`src/hw/rtl/lrust_pkg.sv`:
```
// ----------------------------------------------------------------------------
// lrust_pkg
// Shared types and constants of the LRU page stack tracker: request and
// response payloads, action codes and default sizes.
// ----------------------------------------------------------------------------
package lrust_pkg;

  // field widths fixed by the interface
  localparam int unsigned PageBits  = 52;
  localparam int unsigned DepthBits = 4;
  localparam int unsigned OccBits   = 5;
  localparam int unsigned CapBits   = 5;

  // default stack size and capacity after reset
  localparam int unsigned        StackDepth = 16;
  localparam logic [CapBits-1:0] CapReset   = 5'd16;

  // request action codes
  typedef enum logic {
    ACT_PUSH = 1'b0,
    ACT_SEEK = 1'b1
  } action_e;

  // one request
  typedef struct packed {
    action_e               action;
    logic [PageBits-1:0]   page_number;
  } in_req_t;

  // one response
  typedef struct packed {
    logic                  found;
    logic [DepthBits-1:0]  depth;
    logic                  evicted;
    logic [PageBits-1:0]   evicted_page;
    logic [OccBits-1:0]    occupancy;
  } out_rsp_t;

endpackage

```
`src/hw/rtl/lrust_ram.sv`:
```
// ----------------------------------------------------------------------------
// lrust_ram
// Simple dual-port memory: one write port, one read port with registered
// read data.
// ----------------------------------------------------------------------------
module lrust_ram #(
  parameter int unsigned DEPTH = lrust_pkg::StackDepth,
  parameter int unsigned WIDTH = lrust_pkg::PageBits,
  parameter int unsigned ADDRW = $clog2(DEPTH)
) (
  input  logic             clk_i,
  input  logic             we_i,
  input  logic [ADDRW-1:0] waddr_i,
  input  logic [WIDTH-1:0] wdata_i,
  input  logic             re_i,
  input  logic [ADDRW-1:0] raddr_i,
  output logic [WIDTH-1:0] rdata_o
);

  logic [WIDTH-1:0] mem [DEPTH];
  logic [WIDTH-1:0] rdata_q;

  // write port and registered read port
  always_ff @(posedge clk_i) begin
    if (we_i) begin
      mem[waddr_i] <= wdata_i;
    end
    if (re_i) begin
      rdata_q <= mem[raddr_i];
    end
  end

  assign rdata_o = rdata_q;

endmodule

```
`src/hw/rtl/lru_stack_page_tracker.sv`:
```
// Throughput: one request at a time; the stack sits in a ring buffer in one
//   memory and a seek walks it one entry per cycle through the read port.
// Reset: stack empty, capacity 16, no response pending; memory contents are
//   left as they are, only entries below the count are ever read.
// ----------------------------------------------------------------------------
// lru_stack_page_tracker
// Recency-ordered page stack with eviction on push, and stack distance
// reporting and removal of the page found on seek.
// ----------------------------------------------------------------------------
module lru_stack_page_tracker #(
  parameter int unsigned STACK_DEPTH = lrust_pkg::StackDepth
) (
  input  logic                          clk_i,
  input  logic                          rst_ni,
  input  logic                          cfg_valid_i,
  output logic                          cfg_ready_o,
  input  logic [lrust_pkg::CapBits-1:0] cfg_data_i,
  input  logic                          in_valid_i,
  output logic                          in_ready_o,
  input  lrust_pkg::in_req_t            in_req_i,
  output logic                          out_valid_o,
  input  logic                          out_ready_i,
  output lrust_pkg::out_rsp_t           out_rsp_o
);

  import lrust_pkg::*;

  localparam int unsigned IW = $clog2(STACK_DEPTH);
  localparam int unsigned CW = $clog2(STACK_DEPTH + 1);
  localparam int unsigned SW = IW + 1;
  localparam int unsigned EW = (CW > CapBits) ? CW : CapBits;

  typedef enum logic [2:0] {
    ST_IDLE,
    ST_EVICT,
    ST_SCAN,
    ST_SHIFT,
    ST_DONE
  } state_e;

  state_e                state_q;
  logic [IW-1:0]         head_q;
  logic [CW-1:0]         count_q;
  logic [CW-1:0]         pos_q;
  logic [CapBits-1:0]    cap_q;
  in_req_t               req_q;
  logic                  found_q;
  logic [CW-1:0]         depth_q;
  logic                  evicted_q;
  logic [PageBits-1:0]   evict_page_q;
  logic                  out_valid_q;
  out_rsp_t              out_q;

  logic [EW-1:0]         cap_ext;
  logic [CW-1:0]         ecap;
  logic                  full;
  logic                  in_fire;
  logic                  hit;
  logic                  last;
  logic [IW-1:0]         head_dec;
  logic [IW-1:0]         head_inc;
  logic                  rd_en;
  logic [IW-1:0]         rd_addr;
  logic [PageBits-1:0]   rd_data;
  logic                  wr_en;
  logic [IW-1:0]         wr_addr;
  logic [PageBits-1:0]   wr_data;

  // stack position to ring buffer address
  function automatic logic [IW-1:0] phys_idx(input logic [IW-1:0] head,
                                             input logic [CW-1:0] pos);
    logic [SW-1:0] sum;
    sum = SW'(head) + SW'(pos);
    if (sum >= SW'(STACK_DEPTH)) begin
      sum = sum - SW'(STACK_DEPTH);
    end
    return sum[IW-1:0];
  endfunction

  // effective capacity, clamped to one up to the stack depth
  always_comb begin
    cap_ext = EW'(cap_q);
    if (cap_q == '0) begin
      ecap = CW'(1);
    end else if (cap_ext > EW'(STACK_DEPTH)) begin
      ecap = CW'(STACK_DEPTH);
    end else begin
      ecap = CW'(cap_ext);
    end
  end

  // head pointer moves with wrap
  assign head_dec = (head_q == '0) ? IW'(STACK_DEPTH - 1) : IW'(head_q - 1'b1);
  assign head_inc = (head_q == IW'(STACK_DEPTH - 1)) ? '0 : IW'(head_q + 1'b1);

  assign full    = (count_q >= ecap);
  assign in_fire = in_valid_i && in_ready_o;
  assign hit     = (rd_data == req_q.page_number);
  assign last    = (CW'(pos_q + 1'b1) == count_q);

  // memory port control
  always_comb begin
    rd_en   = 1'b0;
    rd_addr = phys_idx(head_q, pos_q);
    wr_en   = 1'b0;
    wr_addr = head_dec;
    wr_data = req_q.page_number;
    unique case (state_q)
      ST_IDLE: begin
        if (in_fire) begin
          if (in_req_i.action == ACT_PUSH) begin
            if (full) begin
              rd_en   = 1'b1;
              rd_addr = phys_idx(head_q, CW'(ecap - 1'b1));
            end else begin
              wr_en   = 1'b1;
              wr_data = in_req_i.page_number;
            end
          end else if (count_q != '0) begin
            rd_en   = 1'b1;
            rd_addr = phys_idx(head_q, '0);
          end
        end
      end
      ST_EVICT: begin
        wr_en = 1'b1;
      end
      ST_SCAN: begin
        if (hit) begin
          if (pos_q != '0) begin
            rd_en   = 1'b1;
            rd_addr = phys_idx(head_q, CW'(pos_q - 1'b1));
          end
        end else if (!last) begin
          rd_en   = 1'b1;
          rd_addr = phys_idx(head_q, CW'(pos_q + 1'b1));
        end
      end
      ST_SHIFT: begin
        // move the entry just read one place down
        wr_en   = 1'b1;
        wr_addr = phys_idx(head_q, CW'(pos_q + 1'b1));
        wr_data = rd_data;
        if (pos_q != '0) begin
          rd_en   = 1'b1;
          rd_addr = phys_idx(head_q, CW'(pos_q - 1'b1));
        end
      end
      ST_DONE: begin
      end
      default: begin
      end
    endcase
  end

  // stack storage
  lrust_ram #(
    .DEPTH (STACK_DEPTH),
    .WIDTH (PageBits),
    .ADDRW (IW)
  ) u_ram (
    .clk_i   (clk_i),
    .we_i    (wr_en),
    .waddr_i (wr_addr),
    .wdata_i (wr_data),
    .re_i    (rd_en),
    .raddr_i (rd_addr),
    .rdata_o (rd_data)
  );

  // sequencer, configuration and response register
  always_ff @(posedge clk_i or negedge rst_ni) begin
    if (!rst_ni) begin
      state_q      <= ST_IDLE;
      head_q       <= '0;
      count_q      <= '0;
      pos_q        <= '0;
      cap_q        <= CapReset;
      req_q        <= '0;
      found_q      <= 1'b0;
      depth_q      <= '0;
      evicted_q    <= 1'b0;
      evict_page_q <= '0;
      out_valid_q  <= 1'b0;
      out_q        <= '0;
    end else begin
      if (cfg_valid_i) begin
        cap_q <= cfg_data_i;
      end
      // response taken and no new one loaded this cycle
      if (out_valid_q && out_ready_i && (state_q != ST_DONE)) begin
        out_valid_q <= 1'b0;
      end
      unique case (state_q)
        ST_IDLE: begin
          if (in_fire) begin
            req_q        <= in_req_i;
            found_q      <= 1'b0;
            depth_q      <= '0;
            evicted_q    <= 1'b0;
            evict_page_q <= '0;
            pos_q        <= '0;
            if (in_req_i.action == ACT_PUSH) begin
              if (full) begin
                state_q <= ST_EVICT;
              end else begin
                head_q  <= head_dec;
                count_q <= CW'(count_q + 1'b1);
                state_q <= ST_DONE;
              end
            end else if (count_q == '0) begin
              state_q <= ST_DONE;
            end else begin
              state_q <= ST_SCAN;
            end
          end
        end
        ST_EVICT: begin
          evicted_q    <= 1'b1;
          evict_page_q <= rd_data;
          head_q       <= head_dec;
          count_q      <= ecap;
          state_q      <= ST_DONE;
        end
        ST_SCAN: begin
          if (hit) begin
            found_q <= 1'b1;
            depth_q <= pos_q;
            if (pos_q == '0) begin
              head_q  <= head_inc;
              count_q <= CW'(count_q - 1'b1);
              state_q <= ST_DONE;
            end else begin
              pos_q   <= CW'(pos_q - 1'b1);
              state_q <= ST_SHIFT;
            end
          end else if (last) begin
            state_q <= ST_DONE;
          end else begin
            pos_q <= CW'(pos_q + 1'b1);
          end
        end
        ST_SHIFT: begin
          if (pos_q == '0) begin
            head_q  <= head_inc;
            count_q <= CW'(count_q - 1'b1);
            state_q <= ST_DONE;
          end else begin
            pos_q <= CW'(pos_q - 1'b1);
          end
        end
        ST_DONE: begin
          if (!out_valid_q || out_ready_i) begin
            out_q.found        <= found_q;
            out_q.depth        <= DepthBits'(depth_q);
            out_q.evicted      <= evicted_q;
            out_q.evicted_page <= evict_page_q;
            out_q.occupancy    <= OccBits'(count_q);
            out_valid_q        <= 1'b1;
            state_q            <= ST_IDLE;
          end
        end
        default: begin
          state_q <= ST_IDLE;
        end
      endcase
    end
  end

  assign cfg_ready_o = 1'b1;
  assign in_ready_o  = (state_q == ST_IDLE);
  assign out_valid_o = out_valid_q;
  assign out_rsp_o   = out_q;

endmodule

```
`config.mk`:
```
export PLATFORM = sky130hd
export DESIGN_NAME = lru_stack_page_tracker
export DESIGN_NICKNAME = d
export VERILOG_FILES = /design/src/hw/rtl/lrust_pkg.sv /design/src/hw/rtl/lrust_ram.sv /design/src/hw/rtl/lru_stack_page_tracker.sv
export SDC_FILE = /design/constraint.sdc
export NUM_CORES = 1
export LEC_CHECK = 0
export ABC_AREA = 0
export BUFFER_PORTS_ARGS = -buffer_cell sky130_fd_sc_hd__buf_2
export CORE_UTILIZATION = 60
export CTS_CLUSTER_DIAMETER = 50
export DETAILED_ROUTE_END_ITERATION = 6
export PLACE_DENSITY = 0.77
export SLEW_MARGIN = 20
export SYNTH_ARGS = -nofsm -noshare
export SYNTH_HDL_FRONTEND = slang
export SYNTH_SLANG_ARGS = --single-unit
```
`constraint.sdc`:
```
create_clock -name clk_i -period 5.4 [get_ports clk_i]
set_input_delay 0.27 -clock clk_i [delete_from_list [all_inputs] [get_ports clk_i]]
set_output_delay 0.27 -clock clk_i [all_outputs]
set_load 0.05 [all_outputs]
```
Yosys cells after proc, flatten, opt, wreduce, memory -nomap -nowiden
Memory sizes are Yosys's and may differ from the RTL's. A register that Yosys moved wholly into a read port is not among the register bits.
Index checks and enable logic that the tools add are counted.
{ "op_classes": {"addsub": 16, "n_mul": 0, "div": 0, "order_cmp": 7, "eq_ne": 16, "shifts": 0, "muxes": 74, "bitwise_logic": 0, "reduce_logical": 24} }
{ "ops": {"columns": ["operator", "count"], "rows": [
  ["2-to-1 mux 52 bit", 4],
  ["one-hot mux 52 bit (2 select lines)", 2],
  ["2-to-1 mux 4 bit", 21],
  ["2-to-1 mux 5 bit", 11],
  ["equality test 52 bit", 1],
  ["2-to-1 mux 3 bit", 9],
  ["subtractor 4 x 1 -> 4 bit, second input constant", 6],
  ["adder 4 x 5 -> 5 bit", 4],
  ["greater-or-equal comparator 5 bit, second input constant", 4],
  ["one-hot mux 5 bit (4 select lines)", 1],
  ["2-to-1 mux 1 bit", 17],
  ["one-hot mux 4 bit (4 select lines)", 1],
  ["zero test 5 bit", 3],
  ["one-hot mux 3 bit (5 select lines)", 1],
  ["one-hot mux 5 bit (3 select lines)", 1],
  ["subtractor 5 x 1 -> 5 bit, second input constant", 3],
  ["one-hot mux 4 bit (3 select lines)", 1],
  ["adder 5 x 1 -> 5 bit, second input constant", 2],
  ["!= test 2 bit, second input constant", 5],
  ["nonzero test 5 bit", 2],
  ["!= test 3 bit, second input constant", 3],
  ["one-hot mux 4 bit (2 select lines)", 1],
  ["equality test 3 x 2 -> 1 bit, second input constant", 2],
  ["one-hot mux 1 bit (2 select lines)", 3],
  ["other kinds (23)", 29]
]} }
{ "totals": {"regBits": 196, "latch_bits": 0, "mem_bits_rw": 832, "romBits": 0, "out_inout_bits": 66, "n_memories": 1} }
{ "memory_table": {"columns": ["memory", "depth", "width", "rd", "rd_clocked_by_memory_dff", "write_ports", "line_no", "text"], "rows": [
  ["u_ram.mem", 16, 52, 1, 1, 1, "lrust_ram.sv:20", "logic [WIDTH-1:0] mem [DEPTH];"]
]} }

Logic depth before layout (Yosys ltp)
{ "depth": {"ltp_word": 11, "ltp_mapped": 17, "mapped_depth_nobuf": 16} }

By module
From an unflattened synthesis, not the netlist that was laid out.
{ "unflattened": {"hier_cells": 2500, "hier_area_um2": 43181.4} }
{ "by_module_without_submodules": {"columns": ["mod", "instances", "cells_each", "area_per_inst_um2", "seq_area_each_um2"], "rows": [
  ["lrust_ram", 1, 1344, 32736.4, 26545.5],
  ["lru_stack_page_tracker", 1, 1156, 10445.0, 4906.0]
]} }

Worst setup path after synthesis
Ideal clock, no wire load.
{ "synth_timing": {"path_kind": "register to register", "from": "reg u_ram.rdata_q[1], in the netlist u_ram.rdata_o[1], read port of u_ram.mem", "to": "reg u_ram.rdata_q[0], in the netlist u_ram.rdata_o[0], read port of u_ram.mem, enable pin", "t_arrival_ns": 4.500, "slack_ns": 0.424, "path_stages_with_launch": 8, "n_path_buf": 1, "synth_period_minus_slack_ns": 4.976, "path_cell_list": "edfxtp_1 > xor2_1 > nor4_1 > nand4_1 > nor4_1 > nand2_1 > clkbuf_1 > o211ai_1"} }
{ "synth_between": {"elab_chain_len": 3, "elab_cells_between_ends": 5, "classes_between": "eq/ne (1); mux (4)"} }
{ "synth_rtl": {"columns": ["element", "line_no", "text"], "rows": [
  ["start: declaration", "lrust_ram.sv:21", "logic [WIDTH-1:0] rdata_q;"],
  ["equality test 52 bit", "lru_stack_page_tracker.sv:98", "assign hit = (rd_data == req_q.page_number);"],
  ["2-to-1 mux 1 bit", "lru_stack_page_tracker.sv:129", "if (hit) begin"],
  ["one-hot mux 1 bit (3 select lines)", "lru_stack_page_tracker.sv:108", "unique case (state_q)"],
  ["net rd_en", "lru_stack_page_tracker.sv:62", "logic rd_en;"]
]} }
The timed path passes the listed nets, and every way through them passes these cells.
A chain may end at the register's enable or synchronous reset.

Final worst setup path
{ "layout_timing": {"from": "reg cap_q[3], in the netlist cap_ext[3]", "to": "reg u_ram.rdata_q[42], in the netlist u_ram.rdata_o[42], read port of u_ram.mem (data pin)"} }
{ "layout_between": {"elab_chain_len": 11, "elab_cells_between_ends": 18, "classes_between": "add/sub (3); order compare (3); mux (11); reduce/logical (1)"} }
{ "layout_rtl": {"columns": ["element", "line_no", "text"], "rows": [
  ["start: declaration", "lru_stack_page_tracker.sv:45", "logic [CapBits-1:0] cap_q;"],
  ["start signal: assignment", "lru_stack_page_tracker.sv:178", "cap_q <= CapReset;"],
  ["start signal: assignment", "lru_stack_page_tracker.sv:188", "cap_q <= cfg_data_i;"],
  ["greater-than comparator 5 bit", "lru_stack_page_tracker.sv:85", "end else if (cap_ext > EW'(STACK_DEPTH)) begin"],
  ["2-to-1 mux 5 bit", "lru_stack_page_tracker.sv:85", null],
  ["2-to-1 mux 5 bit *", "lru_stack_page_tracker.sv:83", "if (cap_q == '0) begin"],
  ["subtractor 5 x 1 -> 5 bit", "lru_stack_page_tracker.sv:114", "rd_addr = phys_idx(head_q, CW'(ecap - 1'b1));"],
  ["adder 4 x 5 -> 5 bit", "lru_stack_page_tracker.sv:73", "sum = SW'(head) + SW'(pos);"],
  ["subtractor 4 x 1 -> 4 bit or greater-or-equal comparator 5 bit (tied branches)", "lru_stack_page_tracker.sv:75, lru_stack_page_tracker.sv:74", null],
  ["2-to-1 mux 4 bit", "lru_stack_page_tracker.sv:74", "if (sum >= SW'(STACK_DEPTH)) begin"],
  ["2-to-1 mux 4 bit", "lru_stack_page_tracker.sv:112", "if (full) begin"],
  ["2-to-1 mux 4 bit", "lru_stack_page_tracker.sv:111", "if (in_req_i.action == ACT_PUSH) begin"],
  ["2-to-1 mux 4 bit", "lru_stack_page_tracker.sv:110", "if (in_fire) begin"],
  ["one-hot mux 4 bit (3 select lines)", "lru_stack_page_tracker.sv:108", null]
]} }
Every way passes the cells marked *; elsewhere a longest branch is shown, timed or not.

==> out/metrics.csv <==
metric;value;unit
grt_overflow_total;0;
clkLatencyLatePin;0.67;ns
crit_path_start_kind;register;
max_slew.worst_pin.slew;1.14;ns
max-slew-margin-rel;23.9;%
ys_seq_area_share;72.0;%
clock_sinks;1080;
switching_share;39.3;%
avgSynthCellArea;15.5;sq um
ys.flop_type;edfxtp_1;
critPathMaxFanout;89;
path_delay_family;compound AO/OA/AOI/OAI gates;
cts_root_buf;clkbuf_16;
synth.area.top_cells;edfxtp_1 (61%), dfrtp_1 (11%), mux2i_1 (9.7%);
hold_class;input port to register;
critical_path_required;5.79;ns
wire_per_inst;28.7;microns
pwr-share-seq;34.0;%
period_share;87.8;%
cp.arrival;5.13;ns
drive_above_1_share;16.7;%
dr.pass1.iters;6;
cp_slowest_cell;or4_1;
syn_nets;2901;
dr_total_vias;27100;
grt_usage;31.9;%
end_kind;register;
power_density;741;nW/um^2
rsz0062_at_grt;false;
io_pins;129;
via_per_inst;6.60;
cts_resized;0;
clock_power_share;20.9;%
syn_inst;2808;
fill_cells;4448;
final_nets;3149;
period_needed;4.74;ns
synthArstFlopShare;18.1;%
dieArea;73900;sq um
final_core_util;70.5;%
report.final.slew_viol_count;0;
wl;118000;microns
coreArea;71700;sq um
p_leak;0.0197;uW
outcome;complete, no violations;
p_comb_share;45.0;%
crit_chain;nor2b_1 -> inv_1 -> ha_1 -> o21ai_0 -> o221a_2 -> a211o_2 -> a221oi_1 -> a21boi_0 -> a2bb2oi_4 -> buf_12 -> buf_12 -> mux2i_1 -> o22ai_1 -> or4_1;
path_class;register to register;
clk_pin_slew_worst_paths;0.06;ns
p_int;22800;uW
drt_iter0_drc;3340;
maxCapViolCount;0;
cts_max_level;3;
routabilityCongestion;0.919;
cts-buffers-inserted;110;
synthesis.area;43700;sq um
fin_tns_setup;0;ns
critPathBufInv;3;
yosysWarnings;0;
start_util;60.9;%
critPathMostFrequentCell;buf_12;
cp_slowest_stage_delay;0.55;ns
grt_pass1_vias;26800;
max_freq;211;MHz
rows;98;
p_switching;14700;uW
drc;0;
ant_nets;0;
synth_edf_count;884;
final-setup-viol-count;0;
die_x;272;microns
fin_skew;0.0228;ns
cts_tree;built;
port-buffer-count;127;
timing.final.hold_violations;0;
grt_start_max_net_pins;105;
netlist.area_leader.share;60.8;%
synth_top_cell_by_area;edfxtp_1;
antenna_found_initial;1;
antenna_cells;0;
ys_ff_latch;1080;
grt_pass1_wl;172000;microns
cts_buffer_depth;3;
syn_to_final_growth;15.8;%
dp_hpwl;61000;microns
die_h;272;microns
synth.distinct_cells;67;
ir_drop;1060;uV
[placed cells by master (no fill, tap or decap), types with 10 or more instances in the layout]
cell type	instances
a21oi_1	66
a22o_1	56
a22oi_1	15
buf_12	30
buf_2	126
buf_4	68
clkbuf_1	10
clkbuf_16	117
clkbuf_8	13
clkinv_1	11
clkinv_2	20
dfrtp_1	195
dlygate4sd3_1	64
edfxtp_1	884
ha_1	25
inv_1	26
mux2_2	66
mux2i_1	424
nand2_1	260
nand3_1	10
nor2_1	62
nor2_4	18
nor3_1	10
nor4_1	13
o21ai_0	76
o22ai_1	210
or4_1	52
xnor2_1	14
xor2_1	58
[Yosys cell counts, drive strengths merged (10+ instances only)]
cell / count
nor3: 10
inv: 28
xor2: 58
nand3: 20
a21oi: 66
mux2i: 424
dfrtp: 195
or4: 53
nor2: 81
clkbuf: 87
nor4: 14
o21ai: 81
xnor2: 14
a22oi: 15
ha: 25
buf: 66
edfxtp: 884
a22o: 56
mux2: 66
nand2: 261
o22ai: 210
[registers in the layout (all words and copies together), names as in the netlist, 3 cells and up]
name,flops
pos_q,5
u_ram.mem,832
count_q,5
out_rsp_o,63
evict_page_q,52
req_q,52
head_q,4
depth_q,4
cap_ext,5
state_q,3
u_ram.rdata_o,52
[power by group through the flow]
| stage | Clock (uW) | Sequential [uW] | Combinational [uW] |
|---|---|---|---|
| 3_5_place_dp | 0 | 12900 | 16500 |
| 4_1_cts | 7890 | 12700 | 16600 |
| 5_1_grt | 8210 | 12800 | 17800 |
| 2_1_floorplan | 0 | 12900 | 11400 |
| 6_report | 7840 | 12700 | 16900 |
| 3_3_place_gp | 0 | 12800 | 16000 |
[per-stage QoR]
step / total power [uW] / area (sq um) / hold slack (ns) / setup slack (ns) / instances
detailed placement: 29400 / 46100 / 0.397 / 0.745 / 3830
finish: 37500 / 50500 / 0.0536 / 0.659 / 4100
global placement: 28800 / 46100 / 0.377 / 0.865 / 3830
global route: 38800 / 50500 / 0.0355 / 0.451 / 4100
CTS: 37200 / 50500 / 0.00546 / 0.739 / 4100
floorplan: 24300 / 43700 / -0.0256 / 0.424 / 2808
[final cells by class]
| class | instances | area, sq um | share of cell area [%] |
|---|---|---|---|
| clock buffers | 140 | 3140 | 6.22 |
| clock inverters | 66 | 701 | 1.39 |
| inverters | 28 | 105 | 0.208 |
| multi-input cells | 1547 | 11600 | 22.9 |
| flip-flops and latches | 1080 | 31500 | 62.2 |
| well taps | 950 | 1190 | 2.35 |
| repair buffers | 289 | 2400 | 4.74 |
[logic make-up (layout without fill, tap and decap cells)]
| group | after synthesis | count (layout) | synth area share, % |
|---|---|---|---|
| AND/OR/NAND/NOR | 479 | 479 | 5.09 |
| XOR/XNOR | 74 | 74 | 1.55 |
| flip-flops | 1080 | 1080 | 72.0 |
| buffers and inverters | 181 | 523 | 1.99 |
| other | 1 | 1 | 0.00859 |
| AO/OA/AOI/OAI | 473 | 473 | 6.96 |
| adder cells (fa/ha/maj) | 30 | 30 | 0.946 |
| multiplexers | 490 | 490 | 11.4 |
[what timing repair did]
action,CTS,global route
hold buffers,64,0
buffers inserted,0,0
endpoints found under the hold margin,159,0
[worst paths after layout]
check                                  startpoint                      endpoint  slack, ns  cells after the start
min in group asynchronous                  rst_ni      out_rsp_o[3]$_DFFE_PN0P_       0.23                      2
max reg2reg                cap_ext[3]$_DFFE_PN0P_   u_ram.rdata_o[42]$_DFFE_PP_       0.66                     14
max in group asynchronous                  rst_ni  evict_page_q[17]$_DFFE_PN0P_       3.88                      3
max                        cap_ext[3]$_DFFE_PN0P_   u_ram.rdata_o[42]$_DFFE_PP_       0.66                     14
min reg2reg                   found_q$_DFFE_PN0P_           found_q$_DFFE_PN0P_       0.47                      2
min                                    in_valid_i        state_q[1]$_DFFE_PN0P_       0.05                      3
[metal layers]
layer	global-route usage (%)	routed length (microns)
met1	44.6	44500
met2	49.7	53900
met3	6.25	14600
met4	13.2	4770
met5	0	0
[worst register-to-register path, stage by stage, from the launching register on]
cell and delay, ns:
dfrtp_1 0.37, nor2b_1 0.32, inv_1 0.09, ha_1 0.30
o21ai_0 0.09, o221a_2 0.34, a211o_2 0.39, a221oi_1 0.39
a21boi_0 0.23, a2bb2oi_4 0.21, buf_12 0.21, buf_12 0.49
mux2i_1 0.37, o22ai_1 0.12, or4_1 0.55
Note: power is estimated with default switching activity, not from simulation.
